## src/rtl/core/strict_priority_band_queue_top_assert.svh

```systemverilog
// Assertion macros for the strict-priority band queue.
// Included by the top level; relies on clk and rst being in scope there.
`ifndef STRICT_PRIORITY_BAND_QUEUE_TOP_ASSERT_SVH
`define STRICT_PRIORITY_BAND_QUEUE_TOP_ASSERT_SVH

// Check a property in the same cycle, outside reset.
`define SPBQ_ASSERT_NOW(lbl, ante, cons, msg) \
  lbl: assert property (@(posedge clk) disable iff (rst) (ante) |-> (cons)) else $error(msg);

// Check a consequence after the antecedent, outside reset.
`define SPBQ_ASSERT_TWO(lbl, ante, cons, msg) \
  lbl: assert property (@(posedge clk) disable iff (rst) (ante) |=> ##1 (cons)) \
    else $error(msg);

`endif

```

## src/rtl/core/spbq_pkg.sv

```systemverilog
// Types and constants shared by the strict-priority band queue.
// No dependencies.
package spbq_pkg;

  localparam int NUM_BANDS    = 3;
  localparam int HANDLE_WIDTH = 16;
  localparam int LIMIT_W      = 11;
  localparam int PADDR_W      = 4;
  localparam int PDATA_W      = 32;

  localparam logic [1:0]         DEFAULT_BAND = 2'd2;
  localparam logic [LIMIT_W-1:0] LIMIT_RESET  = 11'd1024;

  // Operation codes; the unused code behaves as peek.
  localparam logic [1:0] FUNC_ENQ  = 2'd0;
  localparam logic [1:0] FUNC_DEQ  = 2'd1;
  localparam logic [1:0] FUNC_PEEK = 2'd2;

  // Register indexes (byte address bits [3:2]).
  localparam logic [1:0] REG_BAND0_LIMIT = 2'd0;
  localparam logic [1:0] REG_BAND1_LIMIT = 2'd1;
  localparam logic [1:0] REG_BAND2_LIMIT = 2'd2;

  typedef enum logic [2:0] {
    ST_ENQ     = 3'd0,
    ST_TIMEOUT = 3'd1,
    ST_LIMIT   = 3'd2,
    ST_DEQ     = 3'd3,
    ST_EMPTY   = 3'd4,
    ST_PEEK    = 3'd5
  } status_t;

  typedef struct packed {
    logic [1:0]              func;
    logic [HANDLE_WIDTH-1:0] packet_handle;
    logic                    has_priority;
    logic [1:0]              priority_band;
    logic signed [31:0]      budget_us;
    logic [31:0]             stamp_us;
    logic [31:0]             now_us;
  } req_t;

  typedef struct packed {
    status_t                 status;
    logic [HANDLE_WIDTH-1:0] out_handle;
    logic [1:0]              out_band;
  } rsp_t;

  typedef struct packed {
    logic [NUM_BANDS-1:0][LIMIT_W-1:0] limit;
  } band_limits_t;

  // Decision of the control stage, completed by the result stage.
  typedef struct packed {
    status_t    status;
    logic [1:0] band;
    logic       use_handle;
  } decision_t;

endpackage

```

## src/rtl/core/spbq_out.sv

```systemverilog
// Result stage and output register: joins the decision with the store read data
// and parts the input side from a stalled output. Depends on spbq_pkg.
module spbq_out
  import spbq_pkg::*;
(
  input  logic                    clk,
  input  logic                    rst,
  input  logic                    fire,
  input  decision_t               dec,
  input  logic [HANDLE_WIDTH-1:0] rdata,
  output logic                    in_ready,
  output logic                    out_valid,
  input  logic                    out_ready,
  output rsp_t                    out_data
);

  logic      s1_valid;
  decision_t s1_dec;
  logic      move;

  assign move     = s1_valid && (!out_valid || out_ready);
  assign in_ready = !s1_valid || move;

  always_ff @(posedge clk) begin
    if (rst) begin
      s1_valid  <= 1'b0;
      out_valid <= 1'b0;
    end else begin
      if (fire) begin
        s1_valid <= 1'b1;
      end else if (move) begin
        s1_valid <= 1'b0;
      end
      if (move) begin
        out_valid <= 1'b1;
      end else if (out_ready) begin
        out_valid <= 1'b0;
      end
    end
  end

  always_ff @(posedge clk) begin
    if (fire) begin
      s1_dec <= dec;
    end
    if (move) begin
      out_data.status     <= s1_dec.status;
      out_data.out_band   <= s1_dec.band;
      out_data.out_handle <= s1_dec.use_handle ? rdata : '0;
    end
  end

endmodule

```

## config.mk

```make
export PLATFORM = sky130hd
export DESIGN_NAME = spbq_out
export DESIGN_NICKNAME = d
export VERILOG_FILES = /design/src/rtl/core/strict_priority_band_queue_top_assert.svh /design/src/rtl/core/spbq_pkg.sv /design/src/rtl/core/spbq_out.sv
export SDC_FILE = /design/constraint.sdc
export NUM_CORES = 1
export LEC_CHECK = 0
export BUFFER_PORTS_ARGS = -buffer_cell sky130_fd_sc_hd__buf_2
export CAP_MARGIN = 20
export CORE_MARGIN = 10
export CORE_UTILIZATION = 40
export DETAILED_ROUTE_END_ITERATION = 10
export PLACE_DENSITY = 0.77
export SETUP_SLACK_MARGIN = 0.05
export SLEW_MARGIN = 5
export SYNTH_ARGS = -nofsm -noshare
export SYNTH_HDL_FRONTEND = slang
export SYNTH_SLANG_ARGS = --single-unit
export TNS_END_PERCENT = 1
```

## constraint.sdc

```tcl
create_clock -name clk -period 1.2 [get_ports clk]
set_input_delay 0.12 -clock clk [delete_from_list [all_inputs] [get_ports clk]]
set_output_delay 0.12 -clock clk [all_outputs]
set_load 0.02 [all_outputs]
```

==> flow_metrics.env <==
export IMPL_status="complete, no violations"
export IMPL_io_pins=49
export IMPL_vdd_ir_drop_max_v=0.001062
export IMPL_post_cts_setup_buffer_count=0
export IMPL_start_util_pct=41.34
export IMPL_required_ps=1080
export IMPL_syn_mean_instance_area_sq_um=19.15
export IMPL_first_global_vias=723
export IMPL_timing_worst_slew_pin_value_ps=353.1
export IMPL_yosysSeqAreaShare_pct=83.85
export IMPL_finClkSkew_ps=12.18
export IMPL_globalRouteTotalUtil_pct=8.720
export IMPL_synth_largest_area_cell="sky130_fd_sc_hd__edfxtp_1"
export IMPL_avgViaCountPerCell=4.379
export IMPL_fin_crit_sh_pct=90.87
export IMPL_post_cts_resize_count=0
export IMPL_critical_path_max_fanout=3
export IMPL_timing_reg2reg_setup_slack_ps=140
export IMPL_finish_net_count=140
export IMPL_setup_violations_final=0
export IMPL_via_count=635
export IMPL_synthCells=53
export IMPL_dr_pass1_iters=4
export IMPL_drc=0
export IMPL_synth_async_sr_flop_share_pct=0
export IMPL_route_detailed_wl_per_inst_um=14.64
export IMPL_setup_worst_path_end_class="primary output"
export IMPL_netlist_area_leader_share_pct=79.90
export IMPL_drive_gt1_share_pct=60.00
export IMPL_wirelength_um=2123
export IMPL_fin_tns_setup_ps=0
export IMPL_netlist_area_sq_mm=0.001015
export IMPL_initial_antenna_violation_count=0
export IMPL_cts_tree="done"
export IMPL_fmax_mhz=917.1
export IMPL_port_buffers=48
export IMPL_grt_setup_unrepaired="no"
export IMPL_commonest_cells_in_the_netlist="sky130_fd_sc_hd__edfxtp_1, sky130_fd_sc_hd__and2_2, sky130_fd_sc_hd__and2_1"
export IMPL_cts_buffers_inserted=5
export IMPL_yosys_synthesis_warning_count=0
export IMPL_drt_first_iter_violations=16
export IMPL_design_die_area_sq_mm=0.004951
export IMPL_post_layout_min_period_ps=1090
export IMPL_area_growth_syn_to_layout_pct=39.33
export IMPL_post_synth_main_area_contributors="sky130_fd_sc_hd__edfxtp_1, sky130_fd_sc_hd__and2_2, sky130_fd_sc_hd__dfxtp_1, sky130_fd_sc_hd__and2_1, sky130_fd_sc_hd__buf_6"
export IMPL_maxCapViolations=0
export IMPL_rows=18
export IMPL_capture_instance_of_the_worst_register_to_register_path="out_data[2]"
export IMPL_clock_latency_ps=330
export IMPL_power_density_mw_per_mm2=1404
export IMPL_ctsHtreeMaxLevel=2
export IMPL_finalHoldViolations=0
export IMPL_hold_path_end="out_data[8]"
export IMPL_crit_slowest_cell="sky130_fd_sc_hd__dfxtp_1"
export IMPL_die_height_um=70.37
export IMPL_antenna_left=0
export IMPL_critPathMaxStageDelay_ps=370
export IMPL_die_w_um=70.37
export IMPL_antenna_diode_count=0
export IMPL_floorplan_core_area_sq_mm=0.002455
export IMPL_final_max_slew_viol_count=0
export IMPL_grt_start_max_net_pins=22
export IMPL_crit_path_cell_trace="nand3b_1, buf_2"
export IMPL_ctsRootBufferMaster="sky130_fd_sc_hd__clkbuf_4"
export IMPL_post_synth_num_cell_types=9
export IMPL_r2r_worst_path_cells=2
export IMPL_post_cts_hold_buffer_count=7
export IMPL_syn_num_nets=79
export IMPL_grt_pass1_wl_um=3387
export IMPL_worst_ep_arrival_time_ps=970
export IMPL_min_delay_start="rdata[6]"
export IMPL_worst_hold_margin_ps=72.96
export IMPL_setup_worst_path_start_class="flip-flop"
export IMPL_synth_edf_count=27
export IMPL_crit_type="reg2out"
export IMPL_yosysMostFrequentCell="sky130_fd_sc_hd__edfxtp_1"
export IMPL_clockBufferDepth=2
export IMPL_slew_headroom_pct=76.46
export IMPL_leakage_uw=0.0005864
export IMPL_synth_seq_cells=29
export IMPL_overflow=0
export IMPL_synth_main_ff_cell="sky130_fd_sc_hd__edfxtp_1"
export IMPL_hold_path_cell_count=2
export IMPL_min_delay_path_class="in2reg"
export IMPL_clk_pin_slew_ps=100
export IMPL_globalplace_congestion=0.7139
export IMPL_cts_sinks=29
export IMPL_reg2reg_from="out_valid"
==> stage by stage <==
step	cells	area, sq um	power, uW	setup WS (ps)	utilization [%]
after detailed placement	130	1284	1408	125.6	52.29
after CTS	145	1414	2004	92.31	57.59
after global routing	145	1414	2064	65.87	57.59
after floorplan	53	1017	1319	133.0	-
final	145	1414	1985	109.6	57.59
after global placement	130	1284	1400	167.9	52.29
==> logic make-up after synthesis <==
group                  Yosys count  share of synthesized area, %
DFF                             29                         83.85
buffers and inverters            3                         1.850
and+or+nand+nor                 19                         13.32
AOI/OAI and AO/OA                2                        0.9865
==> worst max-delay path by stage <==
stage,start,end,depth (start not counted)
6_report,s1_valid,in_ready,2
5_1_grt,s1_valid,in_ready,2
4_1_cts,s1_valid,in_ready,2
3_5_place_dp,s1_dec[0],out_data[11],1
3_3_place_gp,s1_dec[0],out_data[11],1
2_1_floorplan,out_valid,out_data[0],2
==> where the power goes <==
part,internal [uW],switching [uW],total (uW)
Clock,226,362,588
Combinational,94.9,105,200
Sequential,1170,22.6,1200
Total,1500,490,1990
==> cell type report <==
type	count	area, sq um
repair buffers	55	310.3
well taps	30	37.54
clock buffers	5	37.54
multi-input cells	21	147.6
clock inverters	3	22.52
inverters	2	7.507
fillers	204	1041
flip-flops and latches	29	850.8
==> layout by cell type (no fill, tap or decap), drive strengths merged <==
master	n
buf	48
edfxtp	27
and2	17
dlygate4sd3	7
clkbuf	5
clkinvlp	3
inv	2
a21oi	2
dfxtp	2
nand2b	1
nand3b	1
==> state kept, by name, summed over array words and instances, names as in the netlist <==
register   flops
s1_dec         6
s1_valid       1
out_data      21
out_valid      1
==> metal layers <==
layer	track usage (%)	share of wire, %
met1	7.943	36
met2	14.07	46
met3	7.062	17
met4	3.289	0.99
met5	0	0
==> worst max-delay path, delay by kind of cell (launching register included) <==
| family | cells | cell delay, ps |
|---|---|---|
| simple gates | 1 | 110 |
| flops | 1 | 370 |
| buf+inv | 1 | 170 |
Note: power is estimated with default switching activity, not from simulation.
