$ cat src/rtl/core/strict_priority_band_queue_top_assert.svh
// Assertion macros for the strict-priority band queue.
// Included by the top level; relies on clk and rst being in scope there.
`ifndef STRICT_PRIORITY_BAND_QUEUE_TOP_ASSERT_SVH
`define STRICT_PRIORITY_BAND_QUEUE_TOP_ASSERT_SVH

// Check a property in the same cycle, outside reset.
`define SPBQ_ASSERT_NOW(lbl, ante, cons, msg) \
  lbl: assert property (@(posedge clk) disable iff (rst) (ante) |-> (cons)) else $error(msg);

// Check a consequence after the antecedent, outside reset.
`define SPBQ_ASSERT_TWO(lbl, ante, cons, msg) \
  lbl: assert property (@(posedge clk) disable iff (rst) (ante) |=> ##1 (cons)) \
    else $error(msg);

`endif

$ cat src/rtl/core/spbq_pkg.sv
// Types and constants shared by the strict-priority band queue.
// No dependencies.
package spbq_pkg;

  localparam int NUM_BANDS    = 3;
  localparam int HANDLE_WIDTH = 16;
  localparam int LIMIT_W      = 11;
  localparam int PADDR_W      = 4;
  localparam int PDATA_W      = 32;

  localparam logic [1:0]         DEFAULT_BAND = 2'd2;
  localparam logic [LIMIT_W-1:0] LIMIT_RESET  = 11'd1024;

  // Operation codes; the unused code behaves as peek.
  localparam logic [1:0] FUNC_ENQ  = 2'd0;
  localparam logic [1:0] FUNC_DEQ  = 2'd1;
  localparam logic [1:0] FUNC_PEEK = 2'd2;

  // Register indexes (byte address bits [3:2]).
  localparam logic [1:0] REG_BAND0_LIMIT = 2'd0;
  localparam logic [1:0] REG_BAND1_LIMIT = 2'd1;
  localparam logic [1:0] REG_BAND2_LIMIT = 2'd2;

  typedef enum logic [2:0] {
    ST_ENQ     = 3'd0,
    ST_TIMEOUT = 3'd1,
    ST_LIMIT   = 3'd2,
    ST_DEQ     = 3'd3,
    ST_EMPTY   = 3'd4,
    ST_PEEK    = 3'd5
  } status_t;

  typedef struct packed {
    logic [1:0]              func;
    logic [HANDLE_WIDTH-1:0] packet_handle;
    logic                    has_priority;
    logic [1:0]              priority_band;
    logic signed [31:0]      budget_us;
    logic [31:0]             stamp_us;
    logic [31:0]             now_us;
  } req_t;

  typedef struct packed {
    status_t                 status;
    logic [HANDLE_WIDTH-1:0] out_handle;
    logic [1:0]              out_band;
  } rsp_t;

  typedef struct packed {
    logic [NUM_BANDS-1:0][LIMIT_W-1:0] limit;
  } band_limits_t;

  // Decision of the control stage, completed by the result stage.
  typedef struct packed {
    status_t    status;
    logic [1:0] band;
    logic       use_handle;
  } decision_t;

endpackage

$ cat src/rtl/core/spbq_cfg.sv
// APB-style register file holding the three band limits.
// Depends on spbq_pkg.
module spbq_cfg
  import spbq_pkg::*;
(
  input  logic               clk,
  input  logic               rst,
  input  logic               psel,
  input  logic               penable,
  input  logic               pwrite,
  input  logic [PADDR_W-1:0] paddr,
  input  logic [PDATA_W-1:0] pwdata,
  output logic [PDATA_W-1:0] prdata,
  output band_limits_t       limits
);

  logic       wr;
  logic [1:0] idx;

  assign wr  = psel & penable & pwrite;
  assign idx = paddr[3:2];

  always_ff @(posedge clk) begin
    if (rst) begin
      for (int b = 0; b < NUM_BANDS; b++) begin
        limits.limit[b] <= LIMIT_RESET;
      end
    end else if (wr) begin
      unique case (idx)
        REG_BAND0_LIMIT: limits.limit[0] <= pwdata[LIMIT_W-1:0];
        REG_BAND1_LIMIT: limits.limit[1] <= pwdata[LIMIT_W-1:0];
        REG_BAND2_LIMIT: limits.limit[2] <= pwdata[LIMIT_W-1:0];
        default: ;
      endcase
    end
  end

  always_comb begin
    unique case (idx)
      REG_BAND0_LIMIT: prdata = PDATA_W'(limits.limit[0]);
      REG_BAND1_LIMIT: prdata = PDATA_W'(limits.limit[1]);
      REG_BAND2_LIMIT: prdata = PDATA_W'(limits.limit[2]);
      default:         prdata = '0;
    endcase
  end

endmodule

$ cat config.mk
export PLATFORM = sky130hd
export DESIGN_NAME = spbq_cfg
export DESIGN_NICKNAME = d
export VERILOG_FILES = /design/src/rtl/core/strict_priority_band_queue_top_assert.svh /design/src/rtl/core/spbq_pkg.sv /design/src/rtl/core/spbq_cfg.sv
export SDC_FILE = /design/constraint.sdc
export NUM_CORES = 1
export LEC_CHECK = 0
export BUFFER_PORTS_ARGS = -buffer_cell sky130_fd_sc_hd__buf_2
export CORE_ASPECT_RATIO = 1.25
export CORE_MARGIN = 5
export CORE_UTILIZATION = 43
export DETAILED_ROUTE_END_ITERATION = 8
export PLACE_DENSITY = 0.78
export REMOVE_ABC_BUFFERS = 1
export SYNTH_ARGS = -nofsm -noshare
export SYNTH_HDL_FRONTEND = slang
export SYNTH_SLANG_ARGS = --single-unit
$ cat constraint.sdc
create_clock -name clk -period 1.1 [get_ports clk]
set_input_delay 0 -clock clk [delete_from_list [all_inputs] [get_ports clk]]
set_output_delay 0 -clock clk [all_outputs]
set_load 0.01 [all_outputs]
==> results.md, run 1 <==
* Tcrit/Tclk final at 91.83%
* Largest net degree at the start of global routing at 45
* Clock share of power at 39.7%
* Required time worst endpoint at 1.10 ns
* Dpl hpwl at 2886 um
* Filler instances at 384
* Largest register FFs at 33
* Startpoint Class: flop
* Hold-critical path depth at 3
* Internal Power at 1.886 mW
* First-pass GRT wire length at 6223 um
* Commonest non-fill, non-tap cell in the layout: buf_2
* First drt pass iteration count at 4
* Residual DRC at 0
* Peak supply drop at 0.6466 mV
* P&R area growth vs syn at 25.31%
* Hold WC Path Type: in -> reg
* Share of layout cells above drive strength 1 at 33.33%
* Die Wd at 66.49 um
* Mapped Area at 0.001715 mm2
* Total CTS buffers at 5
* FP Rows at 25
* CTS Sinks at 33
* Final ANT Viol Nets at 0
* Worst skew pair latency at 0.27 ns
* Register area at 663.1 um2
* Port Buf Inserts at 61
* Area after DPL at 0.002046 mm2
* Clock root buffer: clkbuf_8
* Maximum fanout along the worst path at 3
* Vias in the first global route at 1,313
* Crit Path Category: reg -> out
* Final setup violation count at 0
* DR WL/cell at 13.26 um
* Flops & latches, synth at 33
* GRT Util Overall at 15.39%
* Min Tclk post-route at 1.010 ns
* Endpoints failing hold at 0
* Drt total wl at 4017 um
* Final #Nets at 289
* # diodes at 0
* Worst-path clk slew at 0.07 ns
* Unrepaired setup endpoints after global routing: false
* TritonCTS clock tree: yes
* IO Pins at 106
* Hold WS at 0.01363 ns
* R2R cell count at 2
* # H-tree levels at 2
* Most frequent cells in the layout: buf_2, mux2i_1, nand2b_1
* Flop pwr share at 49.7%
* Global route overflow at 0
* P_leak at 1.121 nW
* NetSw at 0.5742 mW
* Outcome: completed
* Synth Instances at 182
* Clock skew at 0 ns
* Synth warn at 0
* Crit path DAT at 1.01 ns
* Via density at 4.488
* Largest buffer count on any clock path at 2
* Final slew viol count at 0
* CP Capture Type: primary output
* Fmax at 0.9900 GHz
* Die ar. at 0.005360 mm2
* Die Height at 80.62 um
* Initial drt markers at 43
* CP Capture Point: prdata[5]
* Starting density of the core at 44.95%
* Total number of vias at 1,360
* Pre-CTS WS at 0.09362 ns
* Worst r2r src: limits[17]
* RR Endpoint: limits[17]
* Flop2flop setup slack at 0.45 ns
* Switching share of power at 23.34%
* Final GP Congestion at 0.7312
* Combinational Power Share at 10.6%
* Non-Filler Instances at 303
* Initial antenna violation count at 0
* Syn avg cell area at 9.425 um2
* Placed Cells at 295
* Hold-fix buffers, CTS at 0
* Ratio of total power to cell area at 1145 mW/mm2
* CP startpoint: limits[5]
* # Post-CTS Setup Buffers at 0
* Final worst slack at 0.08985 ns
* HP Start: pwdata[10]
* Multi-input logic area at 924.6 um2
* Design Area, Final at 0.002150 mm2
* Count of cell types in the netlist at 16
* Total core area at 0.003816 mm2
* Max-cap viol count at 0
* Sequential share of the synthesized area at 38.51%
synthesized netlist by cell type, drive strengths merged:
| cell | number | share of area [%] |
|---|---|---|
| mux2i | 44 | 26 |
| nand2b | 40 | 15 |
| dfxtp | 33 | 39 |
| buf | 26 | 11 |
| nand2 | 11 | 2.4 |
| o21ai | 11 | 3.2 |
| clkbuf | 6 | 1.3 |
| nor2 | 4 | 0.88 |
| conb | 1 | 0.22 |
| nand3 | 1 | 0.29 |
| nand4 | 1 | 0.36 |
| nor2b | 1 | 0.51 |
| nor3 | 1 | 0.29 |
| nor3b | 1 | 0.44 |
| or3 | 1 | 0.36 |
worst max-delay path, cell delays in order (launching register included):
cell and delay (ns):
dfxtp_1 0.35, mux2i_1 0.07, o21ai_0 0.15, buf_2 0.16
area by class of cell:
type                    instances  share of cell area [%]
repair buffers                 71                   18.28
well taps                      54                   3.143
clock buffers                   7                   4.482
multi-input cells             137                   43.02
flip-flops and latches         33                   30.85
clock inverters                 1                  0.2328
routing by layer:
layer / part of all wire, % / track usage [%] / routed length [um] / vias to the layer above
li1: - / - / - / 690
met2: 47 / 25.32 / 1890 / 56
met3: 8.0 / 4.895 / 322 / 5
met5: 0 / 0 / 0 / -
met4: 1.0 / 4.675 / 42 / 0
met1: 44 / 18.92 / 1761 / 609
stage by stage:
step	setup TNS [ns]	utilization [%]	total power, mW
4_1_cts	0	56.26	2.499
5_1_grt	0	56.33	2.583
3_5_place_dp	0	53.61	1.509
3_3_place_gp	0	53.61	1.505
6_report	0	56.33	2.460
2_1_floorplan	-7.796	-	1.378
kinds of logic after synthesis:
family	share of synthesized area, %
simple gates	20.13
mux	25.67
flops	38.51
buf+inv	12.25
compound gates	3.209
other cells	0.2186
timing repair:
action                     CTS  global route
pin swaps                    0             0
resized for setup            1             4
cloned                       0             0
setup endpoints to repair    1             4
power by group through the flow:
stage               clock network, mW  registers (mW)  logic, mW
finish                          0.977            1.22      0.261
CTS                              1.02            1.22      0.262
global route                     1.07            1.22      0.287
detailed placement                  0            1.25      0.261
floorplan                           0            1.25      0.123
global placement                    0            1.25      0.257
worst min path at each step:
stage	end	slack, ns
2_1_floorplan	prdata[0]	0.13
4_1_cts	limits[32]	0.01
3_3_place_gp	limits[32]	0.28
6_report	limits[21]	0.01
3_5_place_dp	limits[32]	0.31
5_1_grt	limits[21]	0.02
Power figures use the tool's default switching activity.
==> inputs of run 2 (changes only) <==
--- a/config.mk
+++ b/config.mk
@@ -5,6 +5,7 @@
 export SDC_FILE = /design/constraint.sdc
 export NUM_CORES = 1
 export LEC_CHECK = 0
+export ABC_AREA = 1
 export BUFFER_PORTS_ARGS = -buffer_cell sky130_fd_sc_hd__buf_2
 export CORE_ASPECT_RATIO = 1.25
 export CORE_MARGIN = 5
==> run 2 against run 1 <==
Against the previous run: die area grew 2.3%; clock skew unchanged; sequential share of layout area shrank 0.33 points; power increased by 0.24%; first-iteration DRC count rose by 140%; highest routed layer unchanged; combinational power rose by 37%; worst hold slack gained 0.049 ns; critical path type unchanged.
==> results.md, run 2 <==
* Maximum fanout along the worst path at 3
* Asr flop ratio synth at 0%
* Crit Path Category: reg -> out
* Yosys top cell area share at 37.50%
* Post-CTS sizing at 0
* Final slew viol count at 0
* Commonest non-fill, non-tap cell in the layout: nand2_1
* Share of layout cells above drive strength 1 at 27.08%
* Met2 GRT Util at 26.45%
* Tcrit/Tclk final at 85.60%
* CP Capture Type: primary output
* GRT Util Overall at 16.58%
* Die ar. at 0.005485 mm2
* Largest buffer count on any clock path at 2
* Pre-CTS WS at 0.2690 ns
* Required time worst endpoint at 1.10 ns
* Met1 Use GR at 21.77%
* P&R area growth vs syn at 22.87%
* Filler instances at 431
* R2R cell count at 2
* Global route overflow at 0
* Die Wd at 67.25 um
* Worst r2r src: limits[10]
* Switching share of power at 27.49%
* Clock skew at 0 ns
* Total core area at 0.004034 mm2
* Peak supply drop at 0.7620 mV
* Multi-input logic area at 860.8 um2
* Ys flop type: dfxtp_1
* Internal Power at 1.788 mW
* Flops & latches, synth at 33
* HP Start: pwdata[7]
* Hold-fix buffers, CTS at 1
* Worst-path clk slew at 0.07 ns
* Area after DPL at 0.002072 mm2
* # Post-CTS Setup Buffers at 0
* Endpoints failing hold at 0
* Mapped Area at 0.001762 mm2
* Initial drt markers at 103
* DR WL/cell at 11.31 um
* Drt total wl at 4433 um
* Post-synth EDFFs at 0
* Most frequent cells in the layout: nand2_1, nor2_1, buf_2
* Ratio of total power to cell area at 1139 mW/mm2
* Port Buf Inserts at 61
* Non-Filler Instances at 392
* Combinational Power Share at 14.5%
* Max-cap viol count at 0
* Met3 Track Usage GR at 3.967%
* Vias in the first global route at 1,496
* IO Pins at 106
* First drt pass iteration count at 5
* Largest net degree at the start of global routing at 34
* P_leak at 1.139 nW
* Hold WC Path Type: in -> reg
* Clock share of power at 35.2%
* Startpoint Class: flop
* Die Height at 81.56 um
* Synth cell count leaders: nand2_1, nor2_1, nand3_1
* Via density at 4.548
* Min Tclk post-route at 0.9416 ns
* Starting density of the core at 43.67%
* Flop2flop setup slack at 0.50 ns
* RR Endpoint: limits[10]
* First-pass GRT wire length at 6913 um
* Final setup violation count at 0
* Register area at 660.6 um2
* CTS Sinks at 33
* Total CTS buffers at 5
* Largest register FFs at 33
* Setup TNS at 0 ns
* Synth Instances at 269
* Total number of vias at 1,783
* # H-tree levels at 2
* Fmax at 1.062 GHz
* Final #Nets at 376
* Design Area, Final at 0.002165 mm2
* Final GP Congestion at 0.7954
* GRT busiest layer: met2
* # diodes at 0
* Residual DRC at 0
* Final ANT Viol Nets at 0
* Placed Cells at 383
* Final worst slack at 0.1584 ns
* Most frequent cell after synthesis: nand2_1
* Initial antenna violation count at 0
* Dpl hpwl at 3144 um
* NetSw at 0.6781 mW
* Crit path DAT at 0.94 ns
* Syn avg cell area at 6.549 um2
* Sequential share of the synthesized area at 37.50%
* Outcome: completed
* Unrepaired setup endpoints after global routing: false
* FP Rows at 26
* Worst Hold Path EP: limits[18]
* TritonCTS clock tree: yes
* Hold-critical path depth at 5
* Clock root buffer: clkbuf_8
* Top cells by area, synth: dfxtp_1, nand2_1, nor2_1
* Flop pwr share at 50.3%
* Worst skew pair latency at 0.28 ns
* Count of cell types in the netlist at 14
* Synth warn at 0
* Post-synth top area cell: dfxtp_1
* CP startpoint: limits[0]
* Hold WS at 0.06230 ns
run 2: worst max-delay path by stage:
stage | endpoint | slack, ns
after global placement | limits[3] | 0.29
after CTS | prdata[0] | 0.14
after detailed placement | limits[9] | 0.27
after floorplan | limits[0] | 0.05
after global routing | prdata[4] | 0.09
final | prdata[0] | 0.16
run 2: worst max-delay path, stage by stage, from the launching register on:
cell and delay (ns):
dfxtp_1 0.36, nand2_1 0.07, nand3_1 0.09, buf_2 0.14
run 2: layout make-up:
class | count | share of cell area, %
Sequential cell | 33 | 30.52
Clock inverter | 2 | 0.4624
Tap cell | 56 | 3.237
Timing Repair Buffer | 75 | 20.23
Clock buffer | 6 | 3.353
Multi-Input combinational cell | 206 | 39.77
Inverter | 14 | 2.428
run 2: kinds of logic after synthesis:
kind of cell | count (synthesis) | share of synthesized area (%)
DFF | 33 | 37.50
and+or+nand+nor | 182 | 43.54
other | 1 | 0.2129
buffers and inverters | 50 | 17.90
AOI/OAI and AO/OA | 3 | 0.8520
run 2: power groups by stage:
stage | Clock (mW) | Combinational (mW) | Sequential [mW]
6_report | 0.869 | 0.358 | 1.24
5_1_grt | 0.953 | 0.398 | 1.24
4_1_cts | 0.898 | 0.356 | 1.24
3_5_place_dp | 0 | 0.352 | 1.27
3_3_place_gp | 0 | 0.349 | 1.27
2_1_floorplan | 0 | 0.186 | 1.28
run 2: layer usage:
layer	up-vias	part of all wire [%]
li1	918	-
met1	786	43
met2	73	48
met3	6	8.0
met4	0	0.79
met5	-	0
run 2: stage by stage:
step	utilization, %	power, mW
2_1_floorplan	-	1.464
3_3_place_gp	51.36	1.615
3_5_place_dp	51.36	1.619
4_1_cts	53.66	2.493
5_1_grt	53.66	2.593
6_report	53.66	2.466
==> inputs of run 3 (changes only) <==
--- a/config.mk
+++ b/config.mk
@@ -7,9 +7,11 @@
 export LEC_CHECK = 0
 export ABC_AREA = 1
 export BUFFER_PORTS_ARGS = -buffer_cell sky130_fd_sc_hd__buf_2
+export CELL_PAD_IN_SITES_DETAIL_PLACEMENT = 1
+export CELL_PAD_IN_SITES_GLOBAL_PLACEMENT = 2
 export CORE_ASPECT_RATIO = 1.25
 export CORE_MARGIN = 5
-export CORE_UTILIZATION = 43
+export CORE_UTILIZATION = 21
 export DETAILED_ROUTE_END_ITERATION = 8
 export PLACE_DENSITY = 0.78
 export REMOVE_ABC_BUFFERS = 1
==> constraint.sdc (replaced) <==
create_clock -name clk -period 1.1 [get_ports clk]
set_input_delay 0 -clock clk [delete_from_list [all_inputs] [get_ports clk]]
set_output_delay 0 -clock clk [all_outputs]
set_load 0.02 [all_outputs]
==> run 3 against run 2 <==
Against the previous run: die area rose by 88%; setup slack got worse by 0.059 ns; combinational power increased by 25%; global-route usage shrank 5.1 points; routed wire length is 29% higher; clock-buffer cell count is 1 higher; clock power grew 10%; critical path depth is the same; maximum frequency shrank 5.9%; clock skew unchanged; critical path type unchanged; highest routed layer unchanged.
==> results.md, run 3 (synthesized netlist as in run 2, its figures left out) <==
* Total core area at 0.008194 mm2
* Post-CTS sizing at 0
* FP Rows at 37
* Largest buffer count on any clock path at 2
* Final ANT Viol Nets at 0
* TritonCTS clock tree: yes
* Flop2flop setup slack at 0.49 ns
* Hold-critical path depth at 5
* Pre-CTS WS at 0.2070 ns
* # diodes at 0
* Initial antenna violation count at 0
* Final worst slack at 0.09946 ns
* Drt total wl at 5737 um
* Tcrit/Tclk final at 90.96%
* CP Capture Point: prdata[3]
* Max-cap viol count at 0
* Hold WS at 0.05620 ns
* Startpoint Class: flop
* Final #Nets at 378
* Outcome: completed
* Die ar. at 0.01033 mm2
* Placed Cells at 426
* Starting density of the core at 21.50%
* Total CTS buffers at 5
* Global route overflow at 0
* Vias in the first global route at 1,841
* Fmax at 0.9995 GHz
* Port Buf Inserts at 61
* Crit path DAT at 1.00 ns
* Worst-path clk slew at 0.07 ns
* Final setup violation count at 0
* Crit Path Category: reg -> out
* Fin util at 27.61%
* Worst r2r src: limits[30]
* Clock root buffer: clkbuf_8
* Design Area, Final at 0.002262 mm2
* Final slew viol count at 0
* Unrepaired setup endpoints after global routing: false
* P_leak at 1.156 nW
* GRT Util Overall at 11.50%
* Die Wd at 91.92 um
* Total number of vias at 1,831
* Via density at 4.219
* Endpoints failing hold at 0
* Final GP Congestion at 0.7120
* Peak supply drop at 0.4268 mV
* CP startpoint: limits[3]
* DR WL/cell at 13.22 um
* Maximum fanout along the worst path at 3
* Overall power at 2.644 mW
* Largest register FFs at 33
* R2R cell count at 2
* Largest net degree at the start of global routing at 34
* CP Capture Type: primary output
* Dpl hpwl at 4251 um
* IO Pins at 106
* Most frequent cells in the layout: nand2_1, buf_2, nor2_1
* RR Endpoint: limits[30]
* Worst skew pair latency at 0.29 ns
* Ratio of total power to cell area at 1169 mW/mm2
* First drt pass iteration count at 4
* CTS Sinks at 33
* Setup TNS at 0 ns
* Residual DRC at 0
* # H-tree levels at 2
* Die Height at 112.4 um
* Commonest non-fill, non-tap cell in the layout: nand2_1
* Min Tclk post-route at 1.001 ns
* Hold WC Path Type: in -> reg
* Area after DPL at 0.002166 mm2
* Initial drt markers at 66
* Required time worst endpoint at 1.10 ns
* First-pass GRT wire length at 9301 um
* Clock skew at 0 ns
* Share of layout cells above drive strength 1 at 27.60%
* P&R area growth vs syn at 28.41%
* Non-Filler Instances at 434
## run 3: where the power goes
group	leakage [nW]	switching, mW	internal, mW
combinational	0.845	0.304	0.142
clock	0.0443	0.462	0.497
sequential	0.267	0.0182	1.22
## run 3: worst max-delay path, cell delays in order (launching register included)
cell	delay, ns
dfxtp_1	0.35
nand2_1	0.07
nand3_1	0.11
buf_2	0.18
## run 3: final cells by class
cell class,count,area [um2]
Clock buffer,7,86.33
Fill cell,1061,5932
Inverter,14,52.55
Multi-Input combinational cell,206,863.3
Sequential cell,33,660.6
Tap cell,97,121.4
Timing Repair Buffer,77,478.0
## run 3: how the worst min path moves through the flow
stage	start	to	slack [ns]
2_1_floorplan	pwdata[10]	limits[10]	0.13
3_3_place_gp	pwdata[10]	limits[10]	0.26
3_5_place_dp	pwdata[10]	limits[21]	0.27
4_1_cts	pwdata[1]	limits[23]	0.05
5_1_grt	pwdata[1]	limits[1]	0.09
6_report	pwdata[1]	limits[23]	0.06
## run 3: repair_timing
action | in CTS | in global routing
endpoints found under the hold margin | 3 | 0
hold buffers | 1 | 0
buffers inserted | 0 | 0
## run 3: layer usage
layer,routed length (um),global-route usage [%],up-vias
met5,0,0,-
met4,70,3.568,0
met3,365,3.351,5
met2,2873,20.81,50
met1,2427,12.89,855
li1,-,-,921
