<file path="src/rtl/core/strict_priority_band_queue_top_assert.svh">
// Assertion macros for the strict-priority band queue.
// Included by the top level; relies on clk and rst being in scope there.
`ifndef STRICT_PRIORITY_BAND_QUEUE_TOP_ASSERT_SVH
`define STRICT_PRIORITY_BAND_QUEUE_TOP_ASSERT_SVH

// Check a property in the same cycle, outside reset.
`define SPBQ_ASSERT_NOW(lbl, ante, cons, msg) \
  lbl: assert property (@(posedge clk) disable iff (rst) (ante) |-> (cons)) else $error(msg);

// Check a consequence after the antecedent, outside reset.
`define SPBQ_ASSERT_TWO(lbl, ante, cons, msg) \
  lbl: assert property (@(posedge clk) disable iff (rst) (ante) |=> ##1 (cons)) \
    else $error(msg);

`endif

</file>
<file path="src/rtl/core/spbq_pkg.sv">
// Types and constants shared by the strict-priority band queue.
// No dependencies.
package spbq_pkg;

  localparam int NUM_BANDS    = 3;
  localparam int HANDLE_WIDTH = 16;
  localparam int LIMIT_W      = 11;
  localparam int PADDR_W      = 4;
  localparam int PDATA_W      = 32;

  localparam logic [1:0]         DEFAULT_BAND = 2'd2;
  localparam logic [LIMIT_W-1:0] LIMIT_RESET  = 11'd1024;

  // Operation codes; the unused code behaves as peek.
  localparam logic [1:0] FUNC_ENQ  = 2'd0;
  localparam logic [1:0] FUNC_DEQ  = 2'd1;
  localparam logic [1:0] FUNC_PEEK = 2'd2;

  // Register indexes (byte address bits [3:2]).
  localparam logic [1:0] REG_BAND0_LIMIT = 2'd0;
  localparam logic [1:0] REG_BAND1_LIMIT = 2'd1;
  localparam logic [1:0] REG_BAND2_LIMIT = 2'd2;

  typedef enum logic [2:0] {
    ST_ENQ     = 3'd0,
    ST_TIMEOUT = 3'd1,
    ST_LIMIT   = 3'd2,
    ST_DEQ     = 3'd3,
    ST_EMPTY   = 3'd4,
    ST_PEEK    = 3'd5
  } status_t;

  typedef struct packed {
    logic [1:0]              func;
    logic [HANDLE_WIDTH-1:0] packet_handle;
    logic                    has_priority;
    logic [1:0]              priority_band;
    logic signed [31:0]      budget_us;
    logic [31:0]             stamp_us;
    logic [31:0]             now_us;
  } req_t;

  typedef struct packed {
    status_t                 status;
    logic [HANDLE_WIDTH-1:0] out_handle;
    logic [1:0]              out_band;
  } rsp_t;

  typedef struct packed {
    logic [NUM_BANDS-1:0][LIMIT_W-1:0] limit;
  } band_limits_t;

  // Decision of the control stage, completed by the result stage.
  typedef struct packed {
    status_t    status;
    logic [1:0] band;
    logic       use_handle;
  } decision_t;

endpackage

</file>
<file path="src/rtl/core/spbq_ctrl.sv">
// Queue control: slack check, band choice, limit check, head/tail/count update
// and packet store addressing. Depends on spbq_pkg.
module spbq_ctrl
  import spbq_pkg::*;
#(
  parameter int BAND_DEPTH = 1024
) (
  input  logic                                   clk,
  input  logic                                   rst,
  input  logic                                   fire,
  input  req_t                                   req,
  input  band_limits_t                           limits,
  output logic                                   mem_we,
  output logic [$clog2(NUM_BANDS*BAND_DEPTH)-1:0] mem_waddr,
  output logic [HANDLE_WIDTH-1:0]                mem_wdata,
  output logic                                   mem_re,
  output logic [$clog2(NUM_BANDS*BAND_DEPTH)-1:0] mem_raddr,
  output decision_t                              dec
);

  localparam int PW = $clog2(BAND_DEPTH);
  localparam int CW = $clog2(BAND_DEPTH + 1);
  localparam int AW = $clog2(NUM_BANDS * BAND_DEPTH);
  localparam int MW = (CW > LIMIT_W) ? CW : LIMIT_W;

  logic [PW-1:0] head       [NUM_BANDS];
  logic [PW-1:0] head_next  [NUM_BANDS];
  logic [PW-1:0] tail       [NUM_BANDS];
  logic [PW-1:0] tail_next  [NUM_BANDS];
  logic [CW-1:0] count      [NUM_BANDS];
  logic [CW-1:0] count_next [NUM_BANDS];

  logic [31:0] slack;
  logic        timeout;
  logic [1:0]  enq_band;
  logic [CW-1:0] enq_count;
  logic        band_full;
  logic [1:0]  first_band;
  logic        any_busy;

  function automatic logic [AW-1:0] band_base(input logic [1:0] b);
    case (b)
      2'd0:    return '0;
      2'd1:    return AW'(BAND_DEPTH);
      default: return AW'(2 * BAND_DEPTH);
    endcase
  endfunction

  function automatic logic [PW-1:0] ptr_inc(input logic [PW-1:0] p);
    return (p == PW'(BAND_DEPTH - 1)) ? '0 : p + PW'(1);
  endfunction

  assign slack   = $unsigned(req.budget_us) + req.stamp_us - req.now_us;
  assign timeout = slack[31];

  // Untagged and out-of-range tags fall to the default band.
  always_comb begin
    if (req.has_priority && (req.priority_band != 2'd3)) begin
      enq_band = req.priority_band;
    end else begin
      enq_band = DEFAULT_BAND;
    end
  end

  assign enq_count = count[enq_band];
  assign band_full = (MW'(enq_count) >= MW'(limits.limit[enq_band])) ||
                     (enq_count >= CW'(BAND_DEPTH));

  always_comb begin
    any_busy = 1'b1;
    if (count[0] != '0) begin
      first_band = 2'd0;
    end else if (count[1] != '0) begin
      first_band = 2'd1;
    end else if (count[2] != '0) begin
      first_band = 2'd2;
    end else begin
      first_band = 2'd0;
      any_busy   = 1'b0;
    end
  end

  assign mem_waddr = band_base(enq_band) + AW'(tail[enq_band]);
  assign mem_wdata = req.packet_handle;
  assign mem_raddr = band_base(first_band) + AW'(head[first_band]);

  always_comb begin
    for (int b = 0; b < NUM_BANDS; b++) begin
      head_next[b]  = head[b];
      tail_next[b]  = tail[b];
      count_next[b] = count[b];
    end
    mem_we         = 1'b0;
    mem_re         = 1'b0;
    dec.status     = ST_EMPTY;
    dec.band       = 2'd0;
    dec.use_handle = 1'b0;
    if (req.func == FUNC_ENQ) begin
      if (timeout) begin
        dec.status = ST_TIMEOUT;
      end else if (band_full) begin
        dec.status = ST_LIMIT;
        dec.band   = enq_band;
      end else begin
        dec.status          = ST_ENQ;
        dec.band            = enq_band;
        mem_we              = fire;
        tail_next[enq_band]  = ptr_inc(tail[enq_band]);
        count_next[enq_band] = enq_count + CW'(1);
      end
    end else if (any_busy) begin
      dec.band       = first_band;
      dec.use_handle = 1'b1;
      mem_re         = fire;
      if (req.func == FUNC_DEQ) begin
        dec.status             = ST_DEQ;
        head_next[first_band]  = ptr_inc(head[first_band]);
        count_next[first_band] = count[first_band] - CW'(1);
      end else begin
        dec.status = ST_PEEK;
      end
    end
  end

  always_ff @(posedge clk) begin
    if (rst) begin
      for (int b = 0; b < NUM_BANDS; b++) begin
        head[b]  <= '0;
        tail[b]  <= '0;
        count[b] <= '0;
      end
    end else if (fire) begin
      head  <= head_next;
      tail  <= tail_next;
      count <= count_next;
    end
  end

endmodule

</file>
<file path="config.mk">
export PLATFORM = sky130hd
export DESIGN_NAME = spbq_ctrl
export DESIGN_NICKNAME = d
export VERILOG_FILES = /design/src/rtl/core/strict_priority_band_queue_top_assert.svh /design/src/rtl/core/spbq_pkg.sv /design/src/rtl/core/spbq_ctrl.sv
export SDC_FILE = /design/constraint.sdc
export NUM_CORES = 1
export LEC_CHECK = 0
export BUFFER_PORTS_ARGS = -buffer_cell sky130_fd_sc_hd__buf_2
export CAP_MARGIN = 0
export CORE_AREA = 2 2 90 157
export DETAILED_ROUTE_END_ITERATION = 10
export DIE_AREA = 0 0 92 159
export PLACE_DENSITY = 0.83
export SYNTH_ARGS = -nofsm -noshare
export SYNTH_HDL_FRONTEND = slang
export SYNTH_SLANG_ARGS = --single-unit
</file>
<file path="constraint.sdc">
create_clock -name clk -period 10.3 [get_ports clk]
set_input_delay 1.03 -clock clk [delete_from_list [all_inputs] [get_ports clk]]
set_output_delay 1.03 -clock clk [all_outputs]
set_load 0.02 [all_outputs]
</file>
==> summary.md, run 1 <==
The flow ran to the end, and the final reports show no timing, DRC or antenna violations. Number of cells upsized or downsized after cts: 0. Along the worst path, the maximum fanout reaches 7.

Setup repair after global routing left no endpoint under its margin. The post-detailed-route count of antenna-violating nets came out at 0. The worst hold-check path type was reg -> reg. Among all flip-flop cells after synthesis, the most frequent one is sky130_fd_sc_hd__dfxtp_1. The quantity of I/O buffers inserted on ports is 168.

For the worst setup path, the data required time is 9270 ps. The number of enable-type register cells in the synthesized netlist is 0, and the number of unique standard cell types used by synthesis is 78. Wires add up to 23200 um.

Adding up every negative setup slack in the final design gives 0 ps. Derived from the worst setup path, the maximum achievable clock frequency is 0.181 GHz. For the worst endpoint data arrival time, the log shows 4480 ps. The synthesized design contains 93 register bits. The first global-routing pass estimated 37800 um of wire. The smallest clock period supported by the final layout is computed as 5510 ps. The critical path is of the in -> out type. Across the run, the number of max-cap violations was 0. The clock-pin slew of the registers on the worst-case setup and hold paths was 80 ps; the mean cell area of the mapped netlist was 7.87 um^2. The total area inside the core boundary comes to 13300 um^2. After floorplanning, the core was divided into 56 placement rows. In the final layout, the share of cells above drive strength 1 is 21.0%. The run gives 4.08 nW as the static power due to leakage. For this run, the number of Yosys warnings is 0.

Clock skew on the completed layout was measured at 11.8 ps. The number of pins exceeding their max-slew limit in the final report is 0. The floorplan step set the die height to 159 um. For the worst voltage drop across the vdd grid, the log shows 0.000213 V.

The sequential cells in the finished layout cover a total of 1860 um^2. Summing every instance area after synthesis gives 7720 um^2. The tools report the relative slew slack as 24.1%.

The net count of the finished layout is 1328. Counting along the longest clock path gives a buffer depth of 2. The filler cell count came out at 1198. The number of search-and-repair iterations in the first detailed-routing pass came out at 6.

Leaving out fill and tap cells, the most frequent cell in the layout is sky130_fd_sc_hd__buf_2. The cell area power density is 263 nW/um^2. The library cells used most frequently in the layout, excluding fill and tap cells, are sky130_fd_sc_hd__buf_2, sky130_fd_sc_hd__inv_1, sky130_fd_sc_hd__dfxtp_1, sky130_fd_sc_hd__nor2_1. The worst setup path is launched from an input port. After synthesis, flip-flops and latches occupy 24.1% of the total area. The number of buffers added to fix hold violations after cts was 0.

The tools report the die area as 14600 um^2. The tools report the total clock buffers created by CTS as 9. TritonCTS built the clock tree.

The root buffer cell is sky130_fd_sc_hd__clkbuf_16. The mean number of vias per cell is 6.15, and the initial cell density of the core is 58.0%. The total global-route track usage is 32.1%. The number of instances in the synthesized netlist was 981.

Count of vias placed by the detailed router: 7880. Setup violations remaining at the end of the flow were counted as 0. The total power is 2.31 mW. In the routed design, unresolved DRC markers number 0. Synthesis-to-finish area growth: 14.1%. The H-tree level count came out at 3.

Kind of end point of the critical path: an output port. The routed length per placed instance came out at 18.1 um. The detailed router's first-iteration violation count is 656, and the post-synthesis async set-or-reset flop share is 0%. Post-CTS timing repair inserted 0 buffers for setup. The clock sink count is 93. 201 I/O pins were placed. The clock network latency to the later pin of the worst-skew pair was 360 ps.

Transition time of the tightest slew-check pin: 1130 ps. The number of nets handed over by synthesis was 1208. The post-route fraction of the period consumed by the critical path was 53.5%. Routability-driven placement finished with a final weighted congestion of 1.03. The via count of the first global-routing pass was 7923; the maximum number of pins on one net before global-route repair was 55.

The number of antenna violations at the first check in global routing was 1. The post-detailed-placement half-perimeter wirelength came out at 17800 um. In this run the horizontal extent of the chip is 92 um. The final hold violation count is 0, and the total global routing overflow is 0. The area of the multi-input gates is 5040 um^2.
## synth_stat cells (24+ instances only)
cell,count,area [um^2]
sky130_fd_sc_hd__fa_1,30,601
sky130_fd_sc_hd__a211oi_1,37,278
sky130_fd_sc_hd__xnor2_1,33,289
sky130_fd_sc_hd__nor2_1,88,330
sky130_fd_sc_hd__clkbuf_1,24,90.1
sky130_fd_sc_hd__o21ai_0,56,280
sky130_fd_sc_hd__a21oi_1,57,285
sky130_fd_sc_hd__nand3_1,65,325
sky130_fd_sc_hd__dfxtp_1,93,1860
sky130_fd_sc_hd__nand2_1,65,244
sky130_fd_sc_hd__mux2i_1,31,310
sky130_fd_sc_hd__inv_1,121,454
sky130_fd_sc_hd__ha_1,44,551
## registers in the layout, summed over array words and instances, names as in the netlist
| name | cells |
|---|---|
| count | 33 |
| tail | 30 |
| head | 30 |
## cell type report
type	instances	share of cell area, %
Sequential cell	93	21.1
Multi-Input combinational cell	697	57.3
Timing Repair Buffer	176	10.2
Tap cell	174	2.47
Inverter	124	5.28
Antenna cell	1	0.0284
Clock buffer	9	2.56
Clock inverter	7	1.02
## metrics by stage
stage | instances | cell area, um^2 | hold WS (ps) | utilization, % | setup slack, ps
floorplan | 981 | 7720 | 427 | - | 4990
global placement | 1264 | 8490 | 435 | 63.8 | 4890
detailed placement | 1264 | 8490 | 445 | 63.8 | 4840
CTS | 1280 | 8800 | 456 | 66.1 | 4830
global route | 1281 | 8810 | 471 | 66.2 | 4450
finish | 1281 | 8810 | 455 | 66.2 | 4790
## power by group
group          switching, mW  internal, mW  total (mW)
clock network          0.158         0.194       0.351
logic                  0.971         0.529        1.50
registers             0.0643         0.399       0.464
## path summary, 6_finish.rpt
check	from	endpoint	slack (ps)	cells after the start
setup / recovery	req[30]	dec[4]	4790	13
hold / removal	head[1]	head[1]	450	2
setup reg to reg	count[21]	head[3]	6150	11
hold reg to reg	head[1]	head[1]	450	2
## kinds of logic after synthesis
group / count (synthesis) / share of synthesized area (%)
flip-flops: 93 / 24.1
AO/OA/AOI/OAI: 240 / 20.7
XOR/XNOR: 36 / 4.09
multiplexers: 41 / 5.48
buffers and inverters: 191 / 10.7
AND/OR/NAND/NOR: 306 / 20.0
adder cells (fa/ha/maj): 74 / 14.9
## layer usage
layer	GRT usage, %	part of all wire (%)
met4	21.9	7.9
met1	32.9	32
met5	0	0
met2	58.5	53
met3	5.06	7.3
## worst max-delay path, stage by stage
cell and delay, ps:
sky130_fd_sc_hd__buf_2 110, sky130_fd_sc_hd__fa_1 540, sky130_fd_sc_hd__inv_1 50, sky130_fd_sc_hd__ha_1 310
sky130_fd_sc_hd__nand4_1 140, sky130_fd_sc_hd__nor3_1 460, sky130_fd_sc_hd__nand2_1 130, sky130_fd_sc_hd__a2111oi_0 610
sky130_fd_sc_hd__or3_1 250, sky130_fd_sc_hd__and2_1 320, sky130_fd_sc_hd__a22oi_1 110, sky130_fd_sc_hd__nor2_1 200
sky130_fd_sc_hd__buf_2 210
(Power assumes the default switching activity.)
==> run 2: changes to the inputs <==
CORE_AREA = 2 2 98 172   (was 2 2 90 157)
DIE_AREA = 0 0 100 174   (was 0 0 92 159)
PLACE_DENSITY = 0.74   (was 0.83)
clock period = 4.9 ns   (was 10.3 ns; I/O delays follow)
==> run 2 against run 1 <==
Effect of this change:
- final cell count rose by 2.3%
- largest cell class unchanged
- utilization is 11 points lower
- design area is 1.2% higher
- highest routed layer unchanged
- sequential share of layout area fell by 0.25 points
- routed wire length fell by 1.0%
==> summary.md, run 2 (same netlist as run 1, synthesis figures left out) <==
The routed wire length is 22900 um (was 23200 um), and the total global routing overflow is 0 (unchanged). The number of buffers added to fix hold violations after cts was 0 (unchanged); the maximum number of pins on one net before global-route repair was 55 (unchanged). The worst voltage drop across the vdd grid is 0.000337 V (was 0.000213 V).

Cell row count: 62 (was 56). The minimum setup slack among reg-to-reg paths is 1010 ps (was 6150 ps). The mean number of vias per cell was 5.84 (was 6.15); the relative slew slack was 28.0% (was 24.1%).

The static power due to leakage came out at 4.14 nW (was 4.08 nW). The number of primary I/O pins is 201 (unchanged). The transition time of the tightest slew-check pin came out at 1070 ps (was 1130 ps). Endpoint of the worst-slack reg-to-reg timing path: head[3] (unchanged).

The logs give 5 (was 6) for the number of search-and-repair iterations in the first detailed-routing pass and 0 (unchanged) for the number of cells upsized or downsized after cts. The clock-pin slew of the registers on the worst-case setup and hold paths was 80 ps (about the same). The total clock buffers created by CTS came out at 9 (unchanged). Wire length of the first global-routing pass: 36900 um (was 37800 um). Commonest cells after routing, fill and taps aside: sky130_fd_sc_hd__buf_2, sky130_fd_sc_hd__inv_1, sky130_fd_sc_hd__dfxtp_1, sky130_fd_sc_hd__nor2_1 (unchanged). For the total placed instance area, the log shows 8600 um^2 (was 8490 um^2).

The tools report the startpoint of the most critical setup path as req[62] (was req[30]). The post-detailed-placement half-perimeter wirelength came out at 17900 um (was 17800 um). Worst endpoint data arrival time: 3460 ps (was 4480 ps).

The total internal power is 2.40 mW (was 1.12 mW), and the total global-route track usage is 26.6% (was 32.1%). The max-cap violation count came out at 0 (unchanged). The maximum fanout along the worst path was 7 (unchanged).

The proportion of layout cells with a drive suffix above 1 works out to 21.7% (was 21.0%). TritonCTS built the clock tree. The clock network latency to the later pin of the worst-skew pair was 350 ps (was 360 ps); the post-detailed-route count of antenna-violating nets was 0 (unchanged). The final total negative setup slack came out at 0 ps (unchanged). The kind of end point of the critical path is an output port (unchanged). The residual DRC count was 0 (unchanged). The net switching power is 2.52 mW (was 1.19 mW), and the clock sink count is 93 (unchanged). The tools report the reg-to-reg startpoint as count[21] (unchanged). The run finished with clean final reports. Top Registers: count x33, head x30, tail x30 (unchanged). The share of power burned in registers was 19.4% (was 20.0%). The tools report the total core area as 16100 um^2 (was 13300 um^2).

The root buffer cell was sky130_fd_sc_hd__clkbuf_16 (unchanged). The tools report the startpoint class of the critical path as an input port (unchanged). The most common cell after layout, fill and taps aside is sky130_fd_sc_hd__buf_2 (unchanged). The worst hold-check path type is reg -> reg (unchanged). For the final non-filler cell area, the log shows 8910 um^2 (was 8810 um^2).

The logs give 17400 um^2 (was 14600 um^2) for the die area and 65.5% (was 64.8%) for the power share of the combinational group. The die span in y is 174 um (was 159 um), and the post-route fraction of the period consumed by the critical path is 80.6%. The count of vias placed by the detailed router is 7660 (was 7880), and the via count of the first global-routing pass is 7624 (was 7923). Synthesis-to-finish area growth: 15.5% (was 14.1%). The cell area power density came out at 552 nW/um^2 (was 263 nW/um^2). The fraction of power spent switching nets is 51.3% (was 51.5%), and the clock group share of total power is 15.1% (was 15.2%). Data required time of the critical path: 4410 ps (was 9270 ps). Beginning of the worst hold path: head[0] (was head[1]).

Critical setup path kind: in -> out (unchanged). The die width came out at 100 um (was 92 um). Largest buffer count on any clock path: 2 (unchanged). For the final hold violation count, the log shows 0 (unchanged).

The capture point of the critical path is mem_we (was dec[4]). The register ranked first by flip-flop count is count (unchanged). Filler cell count: 1589 (was 1198). The H-tree level count was 3 (unchanged); the logic depth of the worst register-to-register path was 12 (was 11).

The tools report the number of pins exceeding their max-slew limit in the final report as 0 (unchanged). Counting I/O delays and the setup requirement, the final critical path takes 3950 ps. For the detailed router's first-iteration violation count, the log shows 497 (was 656).

Setup repair after global routing left no endpoint under its margin. The routability congestion estimate from global placement was 1.01 (was 1.03); the number of flip-flops under the largest register name was 33 (unchanged). The logs give 13.9 ps (was 11.8 ps) for the worst clock skew and 0 (unchanged) for the count of endpoints failing setup in the final report. The run gives 0.253 GHz as the achievable frequency. The tools report the initial cell density of the core as 47.8% (was 58.0%). Quantity of I/O buffers inserted on ports: 168 (unchanged). For the final-stage net count, the log shows 1340 (was 1328). The number of buffers inserted by post-CTS setup repair was 0 (unchanged); the routed length per placed instance was 17.5 um (was 18.1 um). The tools report the number of antenna violations at the first check in global routing as 1 (unchanged).
run 2: layout make-up:
cell class | instances | area, um^2 | area share (%)
multi-input cells | 697 | 5040 | 56.5
flip-flops and latches | 93 | 1860 | 20.9
repair buffers | 188 | 991 | 11.1
inverters | 124 | 465 | 5.22
well taps | 192 | 240 | 2.70
clock buffers | 10 | 239 | 2.68
clock inverters | 6 | 75.1 | 0.842
diodes | 1 | 2.50 | 0.0281
run 2: stage by stage:
| step | util, % | setup WS, ps | hold slack [ps] | instances | total power [mW] |
|---|---|---|---|---|---|
| floorplan | - | 557 | 427 | 981 | 3.25 |
| global placement | 53.3 | 794 | 437 | 1294 | 4.12 |
| detailed placement | 53.3 | 699 | 443 | 1294 | 4.13 |
| CTS | 55.2 | 861 | 453 | 1310 | 4.88 |
| global route | 55.2 | 606 | 478 | 1311 | 5.23 |
| finish | 55.2 | 952 | 451 | 1311 | 4.92 |
run 2: how the worst min path moves through the flow:
stage | end | cells after the start
after floorplan | head[0] | 2
after global placement | head[0] | 2
after detailed placement | head[0] | 2
after CTS | head[0] | 2
after global routing | head[27] | 2
final | head[0] | 2
run 2: power by group through the flow:
stage                     clock (mW)  sequential, mW  combinational [mW]
after global placement             0           0.965                3.16
after CTS                      0.753           0.947                3.18
after floorplan                    0           0.924                2.32
after detailed placement           0           0.964                3.16
final                          0.744           0.953                3.22
after global routing           0.783           0.961                3.49
run 2: metal layers:
layer	global-route usage, %	part of all wire, %
met5	0	0
met4	13.1	4.4
met3	3.54	6.6
met2	50.2	53
met1	28.1	36
run 2: critical path: stages:
cell and delay, ps:
sky130_fd_sc_hd__buf_2 70, sky130_fd_sc_hd__inv_1 60, sky130_fd_sc_hd__fa_1 510, sky130_fd_sc_hd__inv_1 40, sky130_fd_sc_hd__ha_1 310, sky130_fd_sc_hd__nand4_1 130, sky130_fd_sc_hd__nor3_1 270, sky130_fd_sc_hd__nand2_1 110
sky130_fd_sc_hd__a2111oi_0 460, sky130_fd_sc_hd__or3_1 210, sky130_fd_sc_hd__and2_1 280, sky130_fd_sc_hd__nand3_1 110, sky130_fd_sc_hd__nor2_1 190, sky130_fd_sc_hd__buf_2 210
==> run 3: changes to the inputs <==
ABC_AREA = 1   (was not set)
CORE_AREA = 2 2 101 177   (was 2 2 98 172)
DIE_AREA = 0 0 103 179   (was 0 0 100 174)
clock period = 3.25 ns   (was 4.9 ns; I/O delays follow)
==> run 3 against run 2 <==
Effect of this change:
- synthesized cell count up 34%
- hold slack worse by 65 ps
- synthesized area up 8.5%
- worst setup slack worse by 750 ps
- non-clock buffer count up 36
- sequential power up 52%
- critical endpoint unchanged
- global-route usage up 3.7 points
- via count up 18%
- critical path depth down 3
- utilization up 2.7 points
- largest cell class unchanged
- count of clock-buffer cells in the layout up 2
- design area up 11%
==> summary.md, run 3 <==
The worst endpoint data arrival time came out at 2720 ps (was 3460 ps). For the share of the yosys chip area belonging to registers, the log shows 22.2% (was 24.1%). The tools report the share of power burned in registers as 18.6% (was 19.4%). The tools report the via count of the first global-routing pass as 8866 (was 7624).

For the wire length of the first global-routing pass, the log shows 42500 um (was 36900 um). The initial cell density of the core is 48.9% (was 47.8%), and the routed length per placed instance is 16.0 um (was 17.5 um). The run finished with clean final reports.

For the achievable frequency, the log shows 0.328 GHz. Register ranked first by flip-flop count: count (unchanged). Leading post-synthesis cells by instance count: sky130_fd_sc_hd__nand2_1, sky130_fd_sc_hd__inv_1, sky130_fd_sc_hd__nor2_1, sky130_fd_sc_hd__nand3_1, sky130_fd_sc_hd__a21oi_1 (was sky130_fd_sc_hd__inv_1, sky130_fd_sc_hd__dfxtp_1, sky130_fd_sc_hd__nor2_1, sky130_fd_sc_hd__nand2_1, sky130_fd_sc_hd__nand3_1).

The clock network latency to the later pin of the worst-skew pair was 350 ps (about the same). The cell with the most instances after synthesis was sky130_fd_sc_hd__nand2_1 (was sky130_fd_sc_hd__inv_1). Most common cell after layout, fill and taps aside: sky130_fd_sc_hd__nand2_1 (was sky130_fd_sc_hd__buf_2). The static power due to leakage is 5.30 nW (was 4.14 nW), and the count of vias placed by the detailed router is 9039 (was 7660). The post-detailed-placement half-perimeter wirelength is 22400 um (was 17900 um), and the routability congestion estimate from global placement is 1.02 (was 1.01). Top cells by area, synth: sky130_fd_sc_hd__dfxtp_1, sky130_fd_sc_hd__nand2_1, sky130_fd_sc_hd__inv_1 (was sky130_fd_sc_hd__dfxtp_1, sky130_fd_sc_hd__fa_1, sky130_fd_sc_hd__ha_1). Setup repair after global routing left no endpoint under its margin. The root buffer cell is sky130_fd_sc_hd__clkbuf_16 (unchanged).

The capture point of the critical path was mem_we (unchanged). The final hold violation count was 0 (unchanged); the filler cell count was 1784 (was 1589). The tools report the maximum number of pins on one net before global-route repair as 67 (was 55). The synthesis-to-finish area growth is 18.5% (was 15.5%), and the total core area is 17100 um^2 (was 16100 um^2).

The run gives 0 (unchanged) as the max-cap violation count. The mean cell area of the mapped netlist was 6.35 um^2 (was 7.87 um^2); the die width was 103 um (was 100 um). Most common flop cell mapped by yosys: sky130_fd_sc_hd__dfxtp_1 (unchanged). Top Registers: count x33, head x30, tail x30 (unchanged). The post-synthesis async set-or-reset flop share was 0% (unchanged); the data required time of the critical path was 2920 ps (was 4410 ps). The tools report the total inserted antenna cells as 0 (was 1). The reg-to-reg startpoint is count[30] (was count[21]). The run gives 1722 (was 1340) as the final-stage net count.

The worst clock skew was 5.17 ps (was 13.9 ps); the total power was 7.80 mW (was 4.92 mW). Top-area cell type share of the netlist area: 22.2% (was 24.1%). Net switching power: 4.22 mW (was 2.52 mW).

The number of flip-flops under the largest register name came out at 33 (unchanged). The cell accounting for the most synthesized area was sky130_fd_sc_hd__dfxtp_1 (unchanged). Commonest cells after routing, fill and taps aside: sky130_fd_sc_hd__nand2_1, sky130_fd_sc_hd__inv_1, sky130_fd_sc_hd__buf_2, sky130_fd_sc_hd__nor2_1, sky130_fd_sc_hd__nand3_1 (was sky130_fd_sc_hd__buf_2, sky130_fd_sc_hd__inv_1, sky130_fd_sc_hd__dfxtp_1, sky130_fd_sc_hd__nor2_1).

The post-detailed-route count of antenna-violating nets was 0 (unchanged). The clock-pin slew of the registers on the worst-case setup and hold paths was 70 ps (was 80 ps); the largest buffer count on any clock path was 2 (unchanged). The run gives 0 ps (unchanged) as the final total negative setup slack. The startpoint of the most critical setup path was count[10] (was req[62]). The logs give 64 (was 62) for the cell row count and 383 (was 497) for the detailed router's first-iteration violation count. The fraction of power spent switching nets is 54.1% (was 51.3%). The tools report the startpoint class of the critical path as a flop (was an input port). The number of unique standard cell types used by synthesis was 46 (was 78). The run gives 0.000535 V (was 0.000337 V) as the worst voltage drop across the vdd grid.

Endpoint of the worst-slack reg-to-reg timing path: count[13] (was head[3]). The mean number of vias per cell was 5.22 (was 5.84). Number of primary I/O pins: 201 (unchanged). The routed wire length came out at 27700 um (was 22900 um).

The flip-flop and latch area was 1860 um^2 (unchanged). Worst hold-check path type: in -> reg (was reg -> reg). The run gives 5310 um^2 (was 5040 um^2) as the area of the multi-input gates.

The proportion of layout cells with a drive suffix above 1 works out to 20.6% (was 21.7%). For the total clock buffers created by CTS, the log shows 9 (unchanged). The tools report the kind of end point of the critical path as an output port (unchanged). The number of enable-type register cells in the synthesized netlist was 0 (unchanged); the number of antenna violations at the first check in global routing was 0 (was 1). The maximum fanout along the worst path was 7 (unchanged); the cell area power density was 786 nW/um^2 (was 552 nW/um^2). The logs give 1318 (was 981) for the number of instances in the synthesized netlist and 30.3% (was 26.6%) for the total global-route track usage. The number of search-and-repair iterations in the first detailed-routing pass came out at 5 (unchanged). The run gives 3.58 mW (was 2.40 mW) as the total internal power.

The die area came out at 18400 um^2 (was 17400 um^2). Counting I/O delays and the setup requirement, the final critical path takes 3050 ps. TritonCTS built the clock tree.

The residual DRC count was 0 (unchanged); the H-tree level count was 3 (unchanged). The die span in y works out to 179 um (was 174 um). The post-route fraction of the period consumed by the critical path is 93.7%, and the count of endpoints failing setup in the final report is 0 (unchanged). Post-synthesis net count: 1545 (was 1208). The minimum setup slack among reg-to-reg paths is 220 ps (was 1010 ps). The power share of the combinational group is 67.9% (was 65.5%), and the synthesized flop and latch total is 93 (unchanged). For the area of the mapped netlist, the log shows 8370 um^2 (was 7720 um^2).

The logs give 0 (unchanged) for the total global routing overflow and 93 (unchanged) for the clock sink count. The critical setup path kind was reg -> out (was in -> out). The quantity of I/O buffers inserted on ports is 168 (unchanged). The transition time of the tightest slew-check pin works out to 1040 ps (was 1070 ps). The total number of yosys warnings was 0 (unchanged).

Logic depth of the worst register-to-register path: 14 (was 12). The run gives 0 (unchanged) as the number of pins exceeding their max-slew limit in the final report. Clock group share of total power: 13.5% (was 15.1%). The relative slew slack was 31.0% (was 28.0%).
-- run 3: repair_timing --
action | CTS | global route
hold buffers | 0 | 0
buffers inserted | 0 | 0
endpoints found under the hold margin | 0 | 0
setup endpoints to repair | 0 | 1
resized for setup | 0 | 1
-- run 3: cell families after synthesis --
logic type      after synthesis  synth area share [%]
flops                        93                  22.2
xor+xnor                     17                  1.78
buf+inv                     291                  14.3
fa+ha+maj                    74                  13.7
simple gates                641                  34.1
compound gates              202                  13.8
-- run 3: final cells by class --
type	instances	share of cell area (%)
multi-input cells	934	53.5
flip-flops and latches	93	18.8
repair buffers	224	13.0
inverters	233	8.83
well taps	231	2.91
clock buffers	12	2.69
clock inverters	4	0.303
-- run 3: how the worst min path moves through the flow --
stage / slack, ps / cells past startpoint / from / endpoint
after detailed placement: 470 / 2 / tail[21] / tail[21]
after floorplan: 440 / 2 / tail[16] / tail[16]
after global placement: 460 / 2 / tail[3] / tail[3]
after CTS: 370 / 4 / rst / count[7]
after global routing: 410 / 4 / rst / count[7]
final: 390 / 4 / rst / count[7]
-- run 3: power groups by stage --
stage	clock, mW	sequential, mW	combinational, mW
2_1_floorplan	0	1.42	3.61
3_3_place_gp	0	1.47	5.18
3_5_place_dp	0	1.47	5.20
4_1_cts	1.07	1.45	5.23
5_1_grt	1.11	1.46	5.85
6_report	1.05	1.45	5.29
-- run 3: metrics by stage --
step           worst slack, ps  hold WS [ps]  instance area [um^2]  std cells  util (%)
2_1_floorplan             72.1           445                  8370       1318         -
3_3_place_gp               238           460                  9620       1715      56.2
3_5_place_dp               124           470                  9620       1715      56.2
4_1_cts                    203           374                  9920       1731      57.9
5_1_grt                   63.8           410                  9920       1731      57.9
6_report                   203           385                  9920       1731      57.9
-- run 3: layer usage --
layer / wire [um] / global-route usage (%)
met1: 9830 / 29.1
met5: 0 / 0
met3: 1240 / 3.70
met2: 14200 / 55.3
met4: 2390 / 25.2
-- run 3: worst max-delay path, cell delays in order, from the launching register on --
cell and delay [ps]:
sky130_fd_sc_hd__dfxtp_1 300, sky130_fd_sc_hd__inv_1 240, sky130_fd_sc_hd__nor2_1 90, sky130_fd_sc_hd__nor3_1 310
sky130_fd_sc_hd__inv_1 140, sky130_fd_sc_hd__ha_1 340, sky130_fd_sc_hd__a21oi_1 120, sky130_fd_sc_hd__o21ai_0 90
sky130_fd_sc_hd__nor2_1 150, sky130_fd_sc_hd__nand4_1 160, sky130_fd_sc_hd__nor2_4 220, sky130_fd_sc_hd__buf_2 210
